<file path="src/pa_pkg.sv">
package pa_pkg;

  // Widths of the fields on the ports.
  localparam int VID_W = 16;
  localparam int CNT_W = 16;

  // Internal widths of the stored vertex handles and of the batch count.
  localparam int VID_BITS = 16;
  localparam int CNT_BITS = 16;

  // Width used for limit compares, wide enough for any count plus two.
  localparam int CMP_W = 34;

  // Configuration register index width.
  localparam int CFG_IDX_BITS = 2;

  // Result queue geometry.
  localparam int Q_DEPTH = 4;
  localparam int Q_PTR_BITS = 2;

  typedef enum logic [2:0] {
    MODE_POINTS     = 3'd0,
    MODE_LINES      = 3'd1,
    MODE_LINE_STRIP = 3'd2,
    MODE_LINE_LOOP  = 3'd3,
    MODE_TRIS       = 3'd4,
    MODE_TRI_STRIP  = 3'd5,
    MODE_TRI_FAN    = 3'd6,
    MODE_QUADS      = 3'd7
  } draw_mode_t;

  typedef enum logic [1:0] {
    KIND_POINT = 2'd0,
    KIND_LINE  = 2'd1,
    KIND_TRI   = 2'd2
  } prim_kind_t;

  typedef enum logic [CFG_IDX_BITS-1:0] {
    REG_DRAW_MODE  = 2'd0,
    REG_PRIM_LIMIT = 2'd1
  } cfg_reg_t;

  typedef struct packed {
    logic             prim_valid;
    prim_kind_t       prim_kind;
    logic [VID_W-1:0] vert_a;
    logic [VID_W-1:0] vert_b;
    logic [VID_W-1:0] vert_c;
    logic             batch_done;
    logic [CNT_W-1:0] total_prims;
  } result_t;

  // Up to two results produced by one vertex beat.
  typedef struct packed {
    logic [1:0] count;
    result_t    r0;
    result_t    r1;
  } result_pair_t;

endpackage

</file>
<file path="src/pa_if.sv">
interface pa_vtx_if;
  logic                    valid;
  logic                    ready;
  logic [pa_pkg::VID_W-1:0] vertex_id;
  logic                    last_vertex;

  modport source (output valid, output vertex_id, output last_vertex, input ready);
  modport sink (input valid, input vertex_id, input last_vertex, output ready);
endinterface

interface pa_prim_if;
  logic                    valid;
  logic                    ready;
  logic                    prim_valid;
  logic [1:0]              prim_kind;
  logic [pa_pkg::VID_W-1:0] vert_a;
  logic [pa_pkg::VID_W-1:0] vert_b;
  logic [pa_pkg::VID_W-1:0] vert_c;
  logic                    batch_done;
  logic [pa_pkg::CNT_W-1:0] total_prims;

  modport source (output valid, output prim_valid, output prim_kind, output vert_a,
                  output vert_b, output vert_c, output batch_done, output total_prims,
                  input ready);
  modport sink (input valid, input prim_valid, input prim_kind, input vert_a,
                input vert_b, input vert_c, input batch_done, input total_prims,
                output ready);
endinterface

interface pa_cfg_if;
  logic                           valid;
  logic                           ready;
  logic [pa_pkg::CFG_IDX_BITS-1:0] index;
  logic [15:0]                    data;

  modport source (output valid, output index, output data, input ready);
  modport sink (input valid, input index, input data, output ready);
endinterface

</file>
<file path="src/pa_asm.sv">
module pa_asm (
  input  logic                         clk,
  input  logic                         rst,
  input  logic                         accept,
  input  logic [pa_pkg::VID_W-1:0]     vertex_id,
  input  logic                         last_vertex,
  input  pa_pkg::draw_mode_t           draw_mode,
  input  logic [15:0]                  prim_limit,
  output pa_pkg::result_pair_t         results
);

  localparam logic [pa_pkg::CMP_W-1:0] CAP =
    pa_pkg::CMP_W'((64'd1 << pa_pkg::CNT_BITS) - 64'd1);

  // Batch state.
  logic [3:0]                    pos;
  logic [pa_pkg::VID_BITS-1:0]   h0, h1, h2, first;
  logic [pa_pkg::CNT_BITS-1:0]   count;

  logic [pa_pkg::VID_BITS-1:0]   v, first_eff;
  logic [pa_pkg::CMP_W-1:0]      lim, cnt0, cnt1;
  logic                          want1, want2, e1, e2, quad_room;
  pa_pkg::prim_kind_t            kind;
  logic [pa_pkg::VID_BITS-1:0]   a1, b1, c1, a2, b2, c2;
  logic                          pos_mod3_is2;

  assign v         = pa_pkg::VID_BITS'(vertex_id);
  assign first_eff = (pos == 4'd0) ? v : first;

  // Effective limit is the configured one, capped by the counter range.
  assign lim  = (pa_pkg::CMP_W'(prim_limit) < CAP) ? pa_pkg::CMP_W'(prim_limit) : CAP;
  assign cnt0 = pa_pkg::CMP_W'(count);
  assign quad_room = (cnt0 + pa_pkg::CMP_W'(2)) <= lim;

  // The position wraps from 14 to 3, so its residue mod 3 is a short list.
  assign pos_mod3_is2 = (pos == 4'd2) || (pos == 4'd5) || (pos == 4'd8) ||
                        (pos == 4'd11) || (pos == 4'd14);

  // Primitive selection for the current draw mode.
  always_comb begin
    want1 = 1'b0;
    want2 = 1'b0;
    kind  = pa_pkg::KIND_POINT;
    a1 = '0; b1 = '0; c1 = '0;
    a2 = '0; b2 = '0; c2 = '0;
    unique case (draw_mode)
      pa_pkg::MODE_POINTS: begin
        want1 = 1'b1;
        a1    = v;
      end
      pa_pkg::MODE_LINES: begin
        kind  = pa_pkg::KIND_LINE;
        want1 = pos[0];
        a1    = h0;
        b1    = v;
      end
      pa_pkg::MODE_LINE_STRIP, pa_pkg::MODE_LINE_LOOP: begin
        kind  = pa_pkg::KIND_LINE;
        want1 = (pos != 4'd0);
        a1    = h0;
        b1    = v;
        // Closing line of a loop follows the strip line of the last vertex.
        want2 = (draw_mode == pa_pkg::MODE_LINE_LOOP) && last_vertex && (pos >= 4'd2);
        a2    = v;
        b2    = first_eff;
      end
      pa_pkg::MODE_TRIS: begin
        kind  = pa_pkg::KIND_TRI;
        want1 = pos_mod3_is2;
        a1    = h1;
        b1    = h0;
        c1    = v;
      end
      pa_pkg::MODE_TRI_STRIP: begin
        kind  = pa_pkg::KIND_TRI;
        want1 = (pos >= 4'd2);
        a1    = pos[0] ? h0 : h1;
        b1    = pos[0] ? h1 : h0;
        c1    = v;
      end
      pa_pkg::MODE_TRI_FAN: begin
        kind  = pa_pkg::KIND_TRI;
        want1 = (pos >= 4'd2);
        a1    = first_eff;
        b1    = h0;
        c1    = v;
      end
      pa_pkg::MODE_QUADS: begin
        kind  = pa_pkg::KIND_TRI;
        want1 = (pos[1:0] == 2'd3) && quad_room;
        want2 = want1;
        a1    = h2;
        b1    = h1;
        c1    = h0;
        a2    = h2;
        b2    = h0;
        c2    = v;
      end
      default: begin
        want1 = 1'b0;
      end
    endcase
  end

  // Limit checks, the second one sees the count after the first.
  assign e1   = want1 && (cnt0 < lim);
  assign cnt1 = cnt0 + pa_pkg::CMP_W'(e1);
  assign e2   = want2 && (cnt1 < lim);

  // Result assembly, with the done flag on the last result of the last vertex.
  always_comb begin
    results = '0;
    results.r0.prim_valid  = 1'b1;
    results.r0.prim_kind   = kind;
    results.r0.vert_a      = pa_pkg::VID_W'(a1);
    results.r0.vert_b      = pa_pkg::VID_W'(b1);
    results.r0.vert_c      = pa_pkg::VID_W'(c1);
    results.r0.total_prims = pa_pkg::CNT_W'(cnt1);
    results.r1.prim_valid  = 1'b1;
    results.r1.prim_kind   = kind;
    results.r1.vert_a      = pa_pkg::VID_W'(a2);
    results.r1.vert_b      = pa_pkg::VID_W'(b2);
    results.r1.vert_c      = pa_pkg::VID_W'(c2);
    results.r1.total_prims = pa_pkg::CNT_W'(cnt1 + pa_pkg::CMP_W'(1));
    if (!accept) begin
      results.count = 2'd0;
    end else if (e1 && e2) begin
      results.count         = 2'd2;
      results.r1.batch_done = last_vertex;
    end else if (e1) begin
      results.count         = 2'd1;
      results.r0.batch_done = last_vertex;
    end else if (last_vertex) begin
      results.count          = 2'd1;
      results.r0             = '0;
      results.r0.batch_done  = 1'b1;
      results.r0.total_prims = pa_pkg::CNT_W'(cnt0);
    end else begin
      results.count = 2'd0;
    end
  end

  // Batch state update.
  always_ff @(posedge clk) begin
    if (rst) begin
      pos   <= '0;
      count <= '0;
      h0    <= '0;
      h1    <= '0;
      h2    <= '0;
      first <= '0;
    end else if (accept) begin
      h2    <= h1;
      h1    <= h0;
      h0    <= v;
      first <= first_eff;
      if (last_vertex) begin
        pos   <= '0;
        count <= '0;
      end else begin
        pos   <= (pos >= 4'd14) ? 4'd3 : pos + 4'd1;
        count <= pa_pkg::CNT_BITS'(cnt1 + pa_pkg::CMP_W'(e2));
      end
    end
  end

endmodule

</file>
<file path="src/pa_outq.sv">
module pa_outq (
  input  logic                 clk,
  input  logic                 rst,
  input  pa_pkg::result_pair_t push,
  input  logic                 pop,
  output logic                 not_empty,
  output logic                 room,
  output pa_pkg::result_t      head
);

  pa_pkg::result_t                 entries [pa_pkg::Q_DEPTH];
  logic [pa_pkg::Q_PTR_BITS-1:0]   wr_ptr, rd_ptr;
  logic [pa_pkg::Q_PTR_BITS:0]     fill, fill_next;

  assign not_empty = (fill != '0);
  assign room      = (fill <= (pa_pkg::Q_PTR_BITS + 1)'(pa_pkg::Q_DEPTH - 2));
  assign head      = entries[rd_ptr];

  assign fill_next = fill + (pa_pkg::Q_PTR_BITS + 1)'(push.count)
                   - (pa_pkg::Q_PTR_BITS + 1)'(pop);

  // Pointers and fill level.
  always_ff @(posedge clk) begin
    if (rst) begin
      wr_ptr <= '0;
      rd_ptr <= '0;
      fill   <= '0;
    end else begin
      wr_ptr <= wr_ptr + pa_pkg::Q_PTR_BITS'(push.count);
      rd_ptr <= rd_ptr + pa_pkg::Q_PTR_BITS'(pop);
      fill   <= fill_next;
    end
  end

  // Result storage, up to two entries written per beat.
  always_ff @(posedge clk) begin
    if (push.count != 2'd0) begin
      entries[wr_ptr] <= push.r0;
    end
    if (push.count == 2'd2) begin
      entries[wr_ptr + pa_pkg::Q_PTR_BITS'(1)] <= push.r1;
    end
  end

endmodule

</file>
<file path="src/primitive_assembler_core.sv">
// Primitive assembler. Vertex handles arrive one beat at a time on vtx, with
// last_vertex set on the final vertex of a batch; assembled points, lines and
// triangles leave on prim under the draw mode and per-batch primitive limit
// held in two registers written through cfg (index 0 draw_mode, index 1
// prim_limit; other indexes are ignored). Each vertex is assembled in the
// cycle it is accepted and its results are written into a four-entry result
// queue, so a vertex beat can be taken every cycle while the queue has room
// for two results. A vertex yields at most two results (quads and the closing
// line of a loop), and the queue drains one result per cycle while prim is
// ready, so modes with two results per vertex run at the output rate. The
// batch's last vertex always ends on a result carrying batch_done and total.
// Users write configuration only while no vertex is in flight; not enforced.
module primitive_assembler_core (
  input logic       clk,
  input logic       rst,
  pa_vtx_if.sink    vtx,
  pa_prim_if.source prim,
  pa_cfg_if.sink    cfg
);

  pa_pkg::draw_mode_t   draw_mode;
  logic [15:0]          prim_limit;
  logic                 accept;
  logic                 room;
  pa_pkg::result_pair_t results;
  pa_pkg::result_t      head;

  assign cfg.ready = 1'b1;
  assign vtx.ready = room;
  assign accept    = vtx.valid && vtx.ready;

  // Configuration registers.
  always_ff @(posedge clk) begin
    if (rst) begin
      draw_mode  <= pa_pkg::MODE_POINTS;
      prim_limit <= 16'hFFFF;
    end else if (cfg.valid) begin
      unique case (cfg.index)
        pa_pkg::REG_DRAW_MODE:  draw_mode  <= pa_pkg::draw_mode_t'(cfg.data[2:0]);
        pa_pkg::REG_PRIM_LIMIT: prim_limit <= cfg.data;
        default: begin
        end
      endcase
    end
  end

  pa_asm u_asm (
    .clk         (clk),
    .rst         (rst),
    .accept      (accept),
    .vertex_id   (vtx.vertex_id),
    .last_vertex (vtx.last_vertex),
    .draw_mode   (draw_mode),
    .prim_limit  (prim_limit),
    .results     (results)
  );

  pa_outq u_outq (
    .clk       (clk),
    .rst       (rst),
    .push      (results),
    .pop       (prim.valid && prim.ready),
    .not_empty (prim.valid),
    .room      (room),
    .head      (head)
  );

  // Result beat fields.
  assign prim.prim_valid  = head.prim_valid;
  assign prim.prim_kind   = head.prim_kind;
  assign prim.vert_a      = head.vert_a;
  assign prim.vert_b      = head.vert_b;
  assign prim.vert_c      = head.vert_c;
  assign prim.batch_done  = head.batch_done;
  assign prim.total_prims = head.total_prims;

endmodule

</file>
<file path="src/flat_wrapper.sv">
// flat-port wrapper written by rule: the top's interface ports become plain ports
module primitive_assembler_core_flat 
  (clk, rst, vtx_valid, vtx_vertex_id, vtx_last_vertex, vtx_ready, prim_valid, prim_prim_valid, prim_prim_kind, prim_vert_a, prim_vert_b, prim_vert_c, prim_batch_done, prim_total_prims, prim_ready, cfg_valid, cfg_index, cfg_data, cfg_ready);
  pa_vtx_if vtx_i ();
  pa_prim_if prim_i ();
  pa_cfg_if cfg_i ();
  input logic clk;
  input logic rst;
  input wire logic [$bits(vtx_i.valid)-1:0] vtx_valid;
  input wire logic [$bits(vtx_i.vertex_id)-1:0] vtx_vertex_id;
  input wire logic [$bits(vtx_i.last_vertex)-1:0] vtx_last_vertex;
  output wire logic [$bits(vtx_i.ready)-1:0] vtx_ready;
  output wire logic [$bits(prim_i.valid)-1:0] prim_valid;
  output wire logic [$bits(prim_i.prim_valid)-1:0] prim_prim_valid;
  output wire logic [$bits(prim_i.prim_kind)-1:0] prim_prim_kind;
  output wire logic [$bits(prim_i.vert_a)-1:0] prim_vert_a;
  output wire logic [$bits(prim_i.vert_b)-1:0] prim_vert_b;
  output wire logic [$bits(prim_i.vert_c)-1:0] prim_vert_c;
  output wire logic [$bits(prim_i.batch_done)-1:0] prim_batch_done;
  output wire logic [$bits(prim_i.total_prims)-1:0] prim_total_prims;
  input wire logic [$bits(prim_i.ready)-1:0] prim_ready;
  input wire logic [$bits(cfg_i.valid)-1:0] cfg_valid;
  input wire logic [$bits(cfg_i.index)-1:0] cfg_index;
  input wire logic [$bits(cfg_i.data)-1:0] cfg_data;
  output wire logic [$bits(cfg_i.ready)-1:0] cfg_ready;
  assign vtx_i.valid = vtx_valid;
  assign vtx_i.vertex_id = vtx_vertex_id;
  assign vtx_i.last_vertex = vtx_last_vertex;
  assign vtx_ready = vtx_i.ready;
  assign prim_valid = prim_i.valid;
  assign prim_prim_valid = prim_i.prim_valid;
  assign prim_prim_kind = prim_i.prim_kind;
  assign prim_vert_a = prim_i.vert_a;
  assign prim_vert_b = prim_i.vert_b;
  assign prim_vert_c = prim_i.vert_c;
  assign prim_batch_done = prim_i.batch_done;
  assign prim_total_prims = prim_i.total_prims;
  assign prim_i.ready = prim_ready;
  assign cfg_i.valid = cfg_valid;
  assign cfg_i.index = cfg_index;
  assign cfg_i.data = cfg_data;
  assign cfg_ready = cfg_i.ready;
  primitive_assembler_core u_core (.clk(clk), .rst(rst), .vtx(vtx_i), .prim(prim_i), .cfg(cfg_i));
endmodule
</file>
<file path="config.mk">
export PLATFORM = sky130hd
export DESIGN_NAME = primitive_assembler_core_flat
export DESIGN_NICKNAME = d
export VERILOG_FILES = /design/src/pa_pkg.sv /design/src/pa_if.sv /design/src/pa_asm.sv /design/src/pa_outq.sv /design/src/primitive_assembler_core.sv /design/src/flat_wrapper.sv
export SDC_FILE = /design/constraint.sdc
export NUM_CORES = 1
export LEC_CHECK = 0
export ABC_AREA = 1
export ABC_CLOCK_PERIOD_IN_PS = 22400
export BUFFER_PORTS_ARGS = -buffer_cell sky130_fd_sc_hd__buf_2
export CAP_MARGIN = 20
export CORE_ASPECT_RATIO = 1.4
export CORE_MARGIN = 2
export CORE_UTILIZATION = 45
export DETAILED_ROUTE_END_ITERATION = 10
export PLACE_DENSITY = 0.64
export SLEW_MARGIN = 10
export SYNTH_ARGS = -nofsm -noshare
export SYNTH_HDL_FRONTEND = slang
export SYNTH_SLANG_ARGS = --single-unit
</file>
<file path="constraint.sdc">
create_clock -name clk -period 22.4 [get_ports clk]
set_input_delay 2.24 -clock clk [delete_from_list [all_inputs] [get_ports clk]]
set_output_delay 2.24 -clock clk [all_outputs]
set_load 0.02 [all_outputs]
</file>
==> impl_metrics.env <==
export IMPL_num_rows=94
export IMPL_fillers=4582
export IMPL_highest_layer="met5"
export IMPL_antenna_found_initial=1
export IMPL_synth_fp_nets=2781
export IMPL_ant_nets=0
export IMPL_power_total_mw=2.28
export IMPL_fin_skew_ps=29.6
export IMPL_vias=20100
export IMPL_fmax_mhz=111
export IMPL_outcome="complete, no violations"
export IMPL_hold_viol=0
export IMPL_drc=0
export IMPL_drive_above_1_share=0.0917
export IMPL_hold_buffers=0
export IMPL_setup_violations=0
export IMPL_clockRootBuffer="clkbuf_16"
export IMPL_drv_cap=0
export IMPL_yosysTopAreaCell="edfxtp_1"
export IMPL_grt_pass1_vias=19400
export IMPL_die_width_um=189
export IMPL_synth_top_area_frac=0.375
export IMPL_dp_cells=3281
export IMPL_worst_pin_slew_ps=1100
export IMPL_seqCellArea_um2=10300
export IMPL_leakagePower_nw=9.41
export IMPL_fp_coreArea_um2=47000
export IMPL_grt_overflow_total=0
export IMPL_rrSetupSlack_ps=13370
export IMPL_holdCritStartpoint="u_core.u_outq.entries[0][67]"
export IMPL_htree_levels=2
export IMPL_crit_fanout=51
export IMPL_syn_area_um2=21500
export IMPL_slowest_stage="dfxtp_1"
export IMPL_final_nets=2798
export IMPL_cts_buffers=39
export IMPL_path_class="register to register"
export IMPL_synth_avg_cell_area_um2=8.00
export IMPL_cts_resized_gates=0
export IMPL_wl_met1_um=28200
export IMPL_required_ps=22790
export IMPL_endpoint_kind="register"
export IMPL_grt_use_total=0.319
export IMPL_die_h_um=262
export IMPL_die_area_um2=49500
export IMPL_yosysSeqAreaShare=0.481
export IMPL_fin_crit_ps=9030
export IMPL_fin_crit_sh=0.403
export IMPL_rsz0062_at_grt="false"
export IMPL_slew_viol_final=0
export IMPL_ys_types=52
export IMPL_async_reset_ff_frac=0
export IMPL_r2r_end="u_core.u_outq.entries[0][65]"
export IMPL_syn_inst=2682
export IMPL_post_dp_cell_area_um2=22400
export IMPL_yosys_warnings=0
export IMPL_dr_wl_met2_um=40600
export IMPL_ys_flop_type="edfxtp_1"
export IMPL_hold_ws_ps=457
export IMPL_drt_iter0_drc=2055
export IMPL_hold_end="u_core.u_outq.entries[0][67]"
export IMPL_grt_start_max_net_pins=95
export IMPL_cts_tree="built"
export IMPL_max_clock_path_buffers=3
export IMPL_cts_setup_buffers=0
export IMPL_wl_per_cell_um=24.2
export IMPL_first_pass_iters=6
export IMPL_synth_edff_count=268
export IMPL_diodes=0
export IMPL_setup_tns_ps=0
export IMPL_initial_core_util=0.456
export IMPL_routabilityCongestion=0.972
export IMPL_worstHoldPathType="register to register"
export IMPL_r2r_start="u_core.draw_mode[2]"
export IMPL_fin_area_um2=23600
export IMPL_critPathArrivalTime_ps=9420
export IMPL_clkSlewWorstSetupHoldPaths_ps=60
export IMPL_portBuffers=109
export IMPL_route_met3_wl_um=5430
export IMPL_fin_cells=3351
export IMPL_r2r_cells=31
export IMPL_grt_pass1_wl_um=119000
export IMPL_multi_input_area_um2=9470
export IMPL_area_delta_synth_final_pct=9.92
export IMPL_synthTopCellsByArea="edfxtp_1 37%, dfxtp_1 11%, nor2_1 8.7%, o21ai_0 7.6%, nand2_1 6.3%"
export IMPL_holdPathStages=2
export IMPL_insertion_delay_ps=560
export IMPL_vdd_drop_max_uv=65.4
export IMPL_dp_slack_ps=13460
export IMPL_ioPinCount=111
export IMPL_start_kind="register"
export IMPL_critical_path_max_stage_delay_ps=920
export IMPL_totalWireLength_um=81000
export IMPL_viasPerCell=6.01
export IMPL_clock_sinks=382
export IMPL_synth_seq_cells=382
export IMPL_p_per_area_nw_per_um2=96.5
export IMPL_hpwl_um=54200
export IMPL_slew_headroom=0.261
export IMPL_final_util=0.502
export IMPL_fin_ws_ps=13370
[cell type report]
type	instances	share of cell area
clock buffers	58	0.0452
clock inverters	11	0.00551
inverters	259	0.0412
multi-input cells	1875	0.401
flip-flops and latches	382	0.438
well taps	624	0.0331
repair buffers	142	0.0356
[logic make-up (layout without fill, tap and decap cells)]
logic type                 count (synthesis)  in the layout  share of synthesized area
and+or+nand+nor                          989            989                      0.186
AOI/OAI and AO/OA                        788            788                      0.202
buffers and inverters                    425            470                     0.0794
DFF                                      382            382                      0.481
adders and majority gates                 59             59                     0.0347
xor gates and xnor gates                  38             38                     0.0159
other                                      1              1                   0.000175
[power by group]
group          leakage, nW  internal (mW)  switching, mW
registers             3.62          0.852         0.0551
clock network        0.573          0.355          0.286
logic                 5.22          0.188          0.542
total                 9.41           1.40          0.882
[synth_stat cells, types with 2 or more instances]
| master | instances |
|---|---|
| nand2_1 | 360 |
| a221oi_1 | 6 |
| nand3_2 | 6 |
| a21oi_1 | 148 |
| edfxtp_1 | 268 |
| nand2_4 | 2 |
| nor3_2 | 2 |
| a31oi_1 | 2 |
| xor2_1 | 31 |
| nand3_1 | 66 |
| nor2_4 | 4 |
| clkinv_1 | 4 |
| nor2_1 | 499 |
| or2_2 | 2 |
| buf_4 | 12 |
| dfxtp_1 | 114 |
| clkbuf_1 | 110 |
| o2111ai_1 | 3 |
| buf_2 | 38 |
| o221ai_1 | 4 |
| nor3_1 | 13 |
| o211ai_1 | 18 |
| o21ai_0 | 325 |
| a21oi_2 | 2 |
| nand3b_1 | 2 |
| o21ai_1 | 72 |
| o22ai_1 | 189 |
| and3_1 | 2 |
| o21a_1 | 5 |
| nand4_1 | 15 |
| buf_1 | 3 |
| nand2_2 | 9 |
| nor2_2 | 4 |
| xnor2_1 | 6 |
| ha_1 | 58 |
| inv_2 | 13 |
| inv_1 | 242 |
| a21o_1 | 3 |
| a211oi_1 | 6 |
| buf_6 | 2 |
[flip-flops by register name, indices dropped and copies added (netlist names), 4 cells and up]
register               count
u_core.u_asm.first        16
u_core.u_asm.pos           4
u_core.u_asm.count        16
u_core.prim_limit         16
u_core.u_asm.h2           16
u_core.u_asm.h1           16
u_core.u_outq.entries    272
u_core.u_asm.h0           16
[per-layer routing]
layer  track usage  up-vias
met1         0.353     9649
li1              -     9226
met5             0        -
met3        0.0417      254
met2         0.558      994
met4         0.230        2
[worst max path at each step]
stage	slack, ps	endpoint	start
detailed placement	13460	u_core.u_outq.entries[0][65]	u_core.draw_mode[2]
global route	12770	u_core.u_outq.entries[0][65]	u_core.draw_mode[2]
floorplan	15390	u_core.u_outq.entries[1][65]	u_core.u_asm.count[3]
CTS	13440	u_core.u_outq.entries[0][65]	u_core.draw_mode[2]
finish	13370	u_core.u_outq.entries[0][65]	u_core.draw_mode[2]
global placement	13670	u_core.u_outq.entries[0][65]	u_core.draw_mode[2]
[placed cells by master (no fill, tap or decap), drive strengths merged, types with 2 or more instances in the layout]
master	synthesis	routed
nor2	507	507
o21ai	398	398
nand2	371	371
edfxtp	268	268
inv	255	257
o22ai	189	189
a21oi	151	151
buf	55	142
dfxtp	114	114
nand3	72	72
ha	58	58
clkbuf	111	58
xor2	32	32
o211ai	18	18
nand4	15	15
nor3	15	15
clkinv	4	9
xnor2	6	6
a211oi	6	6
a221oi	6	6
o21a	5	5
o221ai	4	4
a21o	3	3
o2111ai	3	3
or2	3	3
nand3b	2	2
and3	2	2
a31oi	2	2
clkinvlp	0	2
bufinv	0	2
[critical path: cells and delay by family, from the launching register on]
kind,cells,cell delay (ps)
AND/OR/NAND/NOR,17,4370
adder cells (fa/ha/maj),3,870
AO/OA/AOI/OAI,3,900
flip-flops,1,920
buffers and inverters,8,1760
No activity file was read; power rests on OpenSTA's default activity.
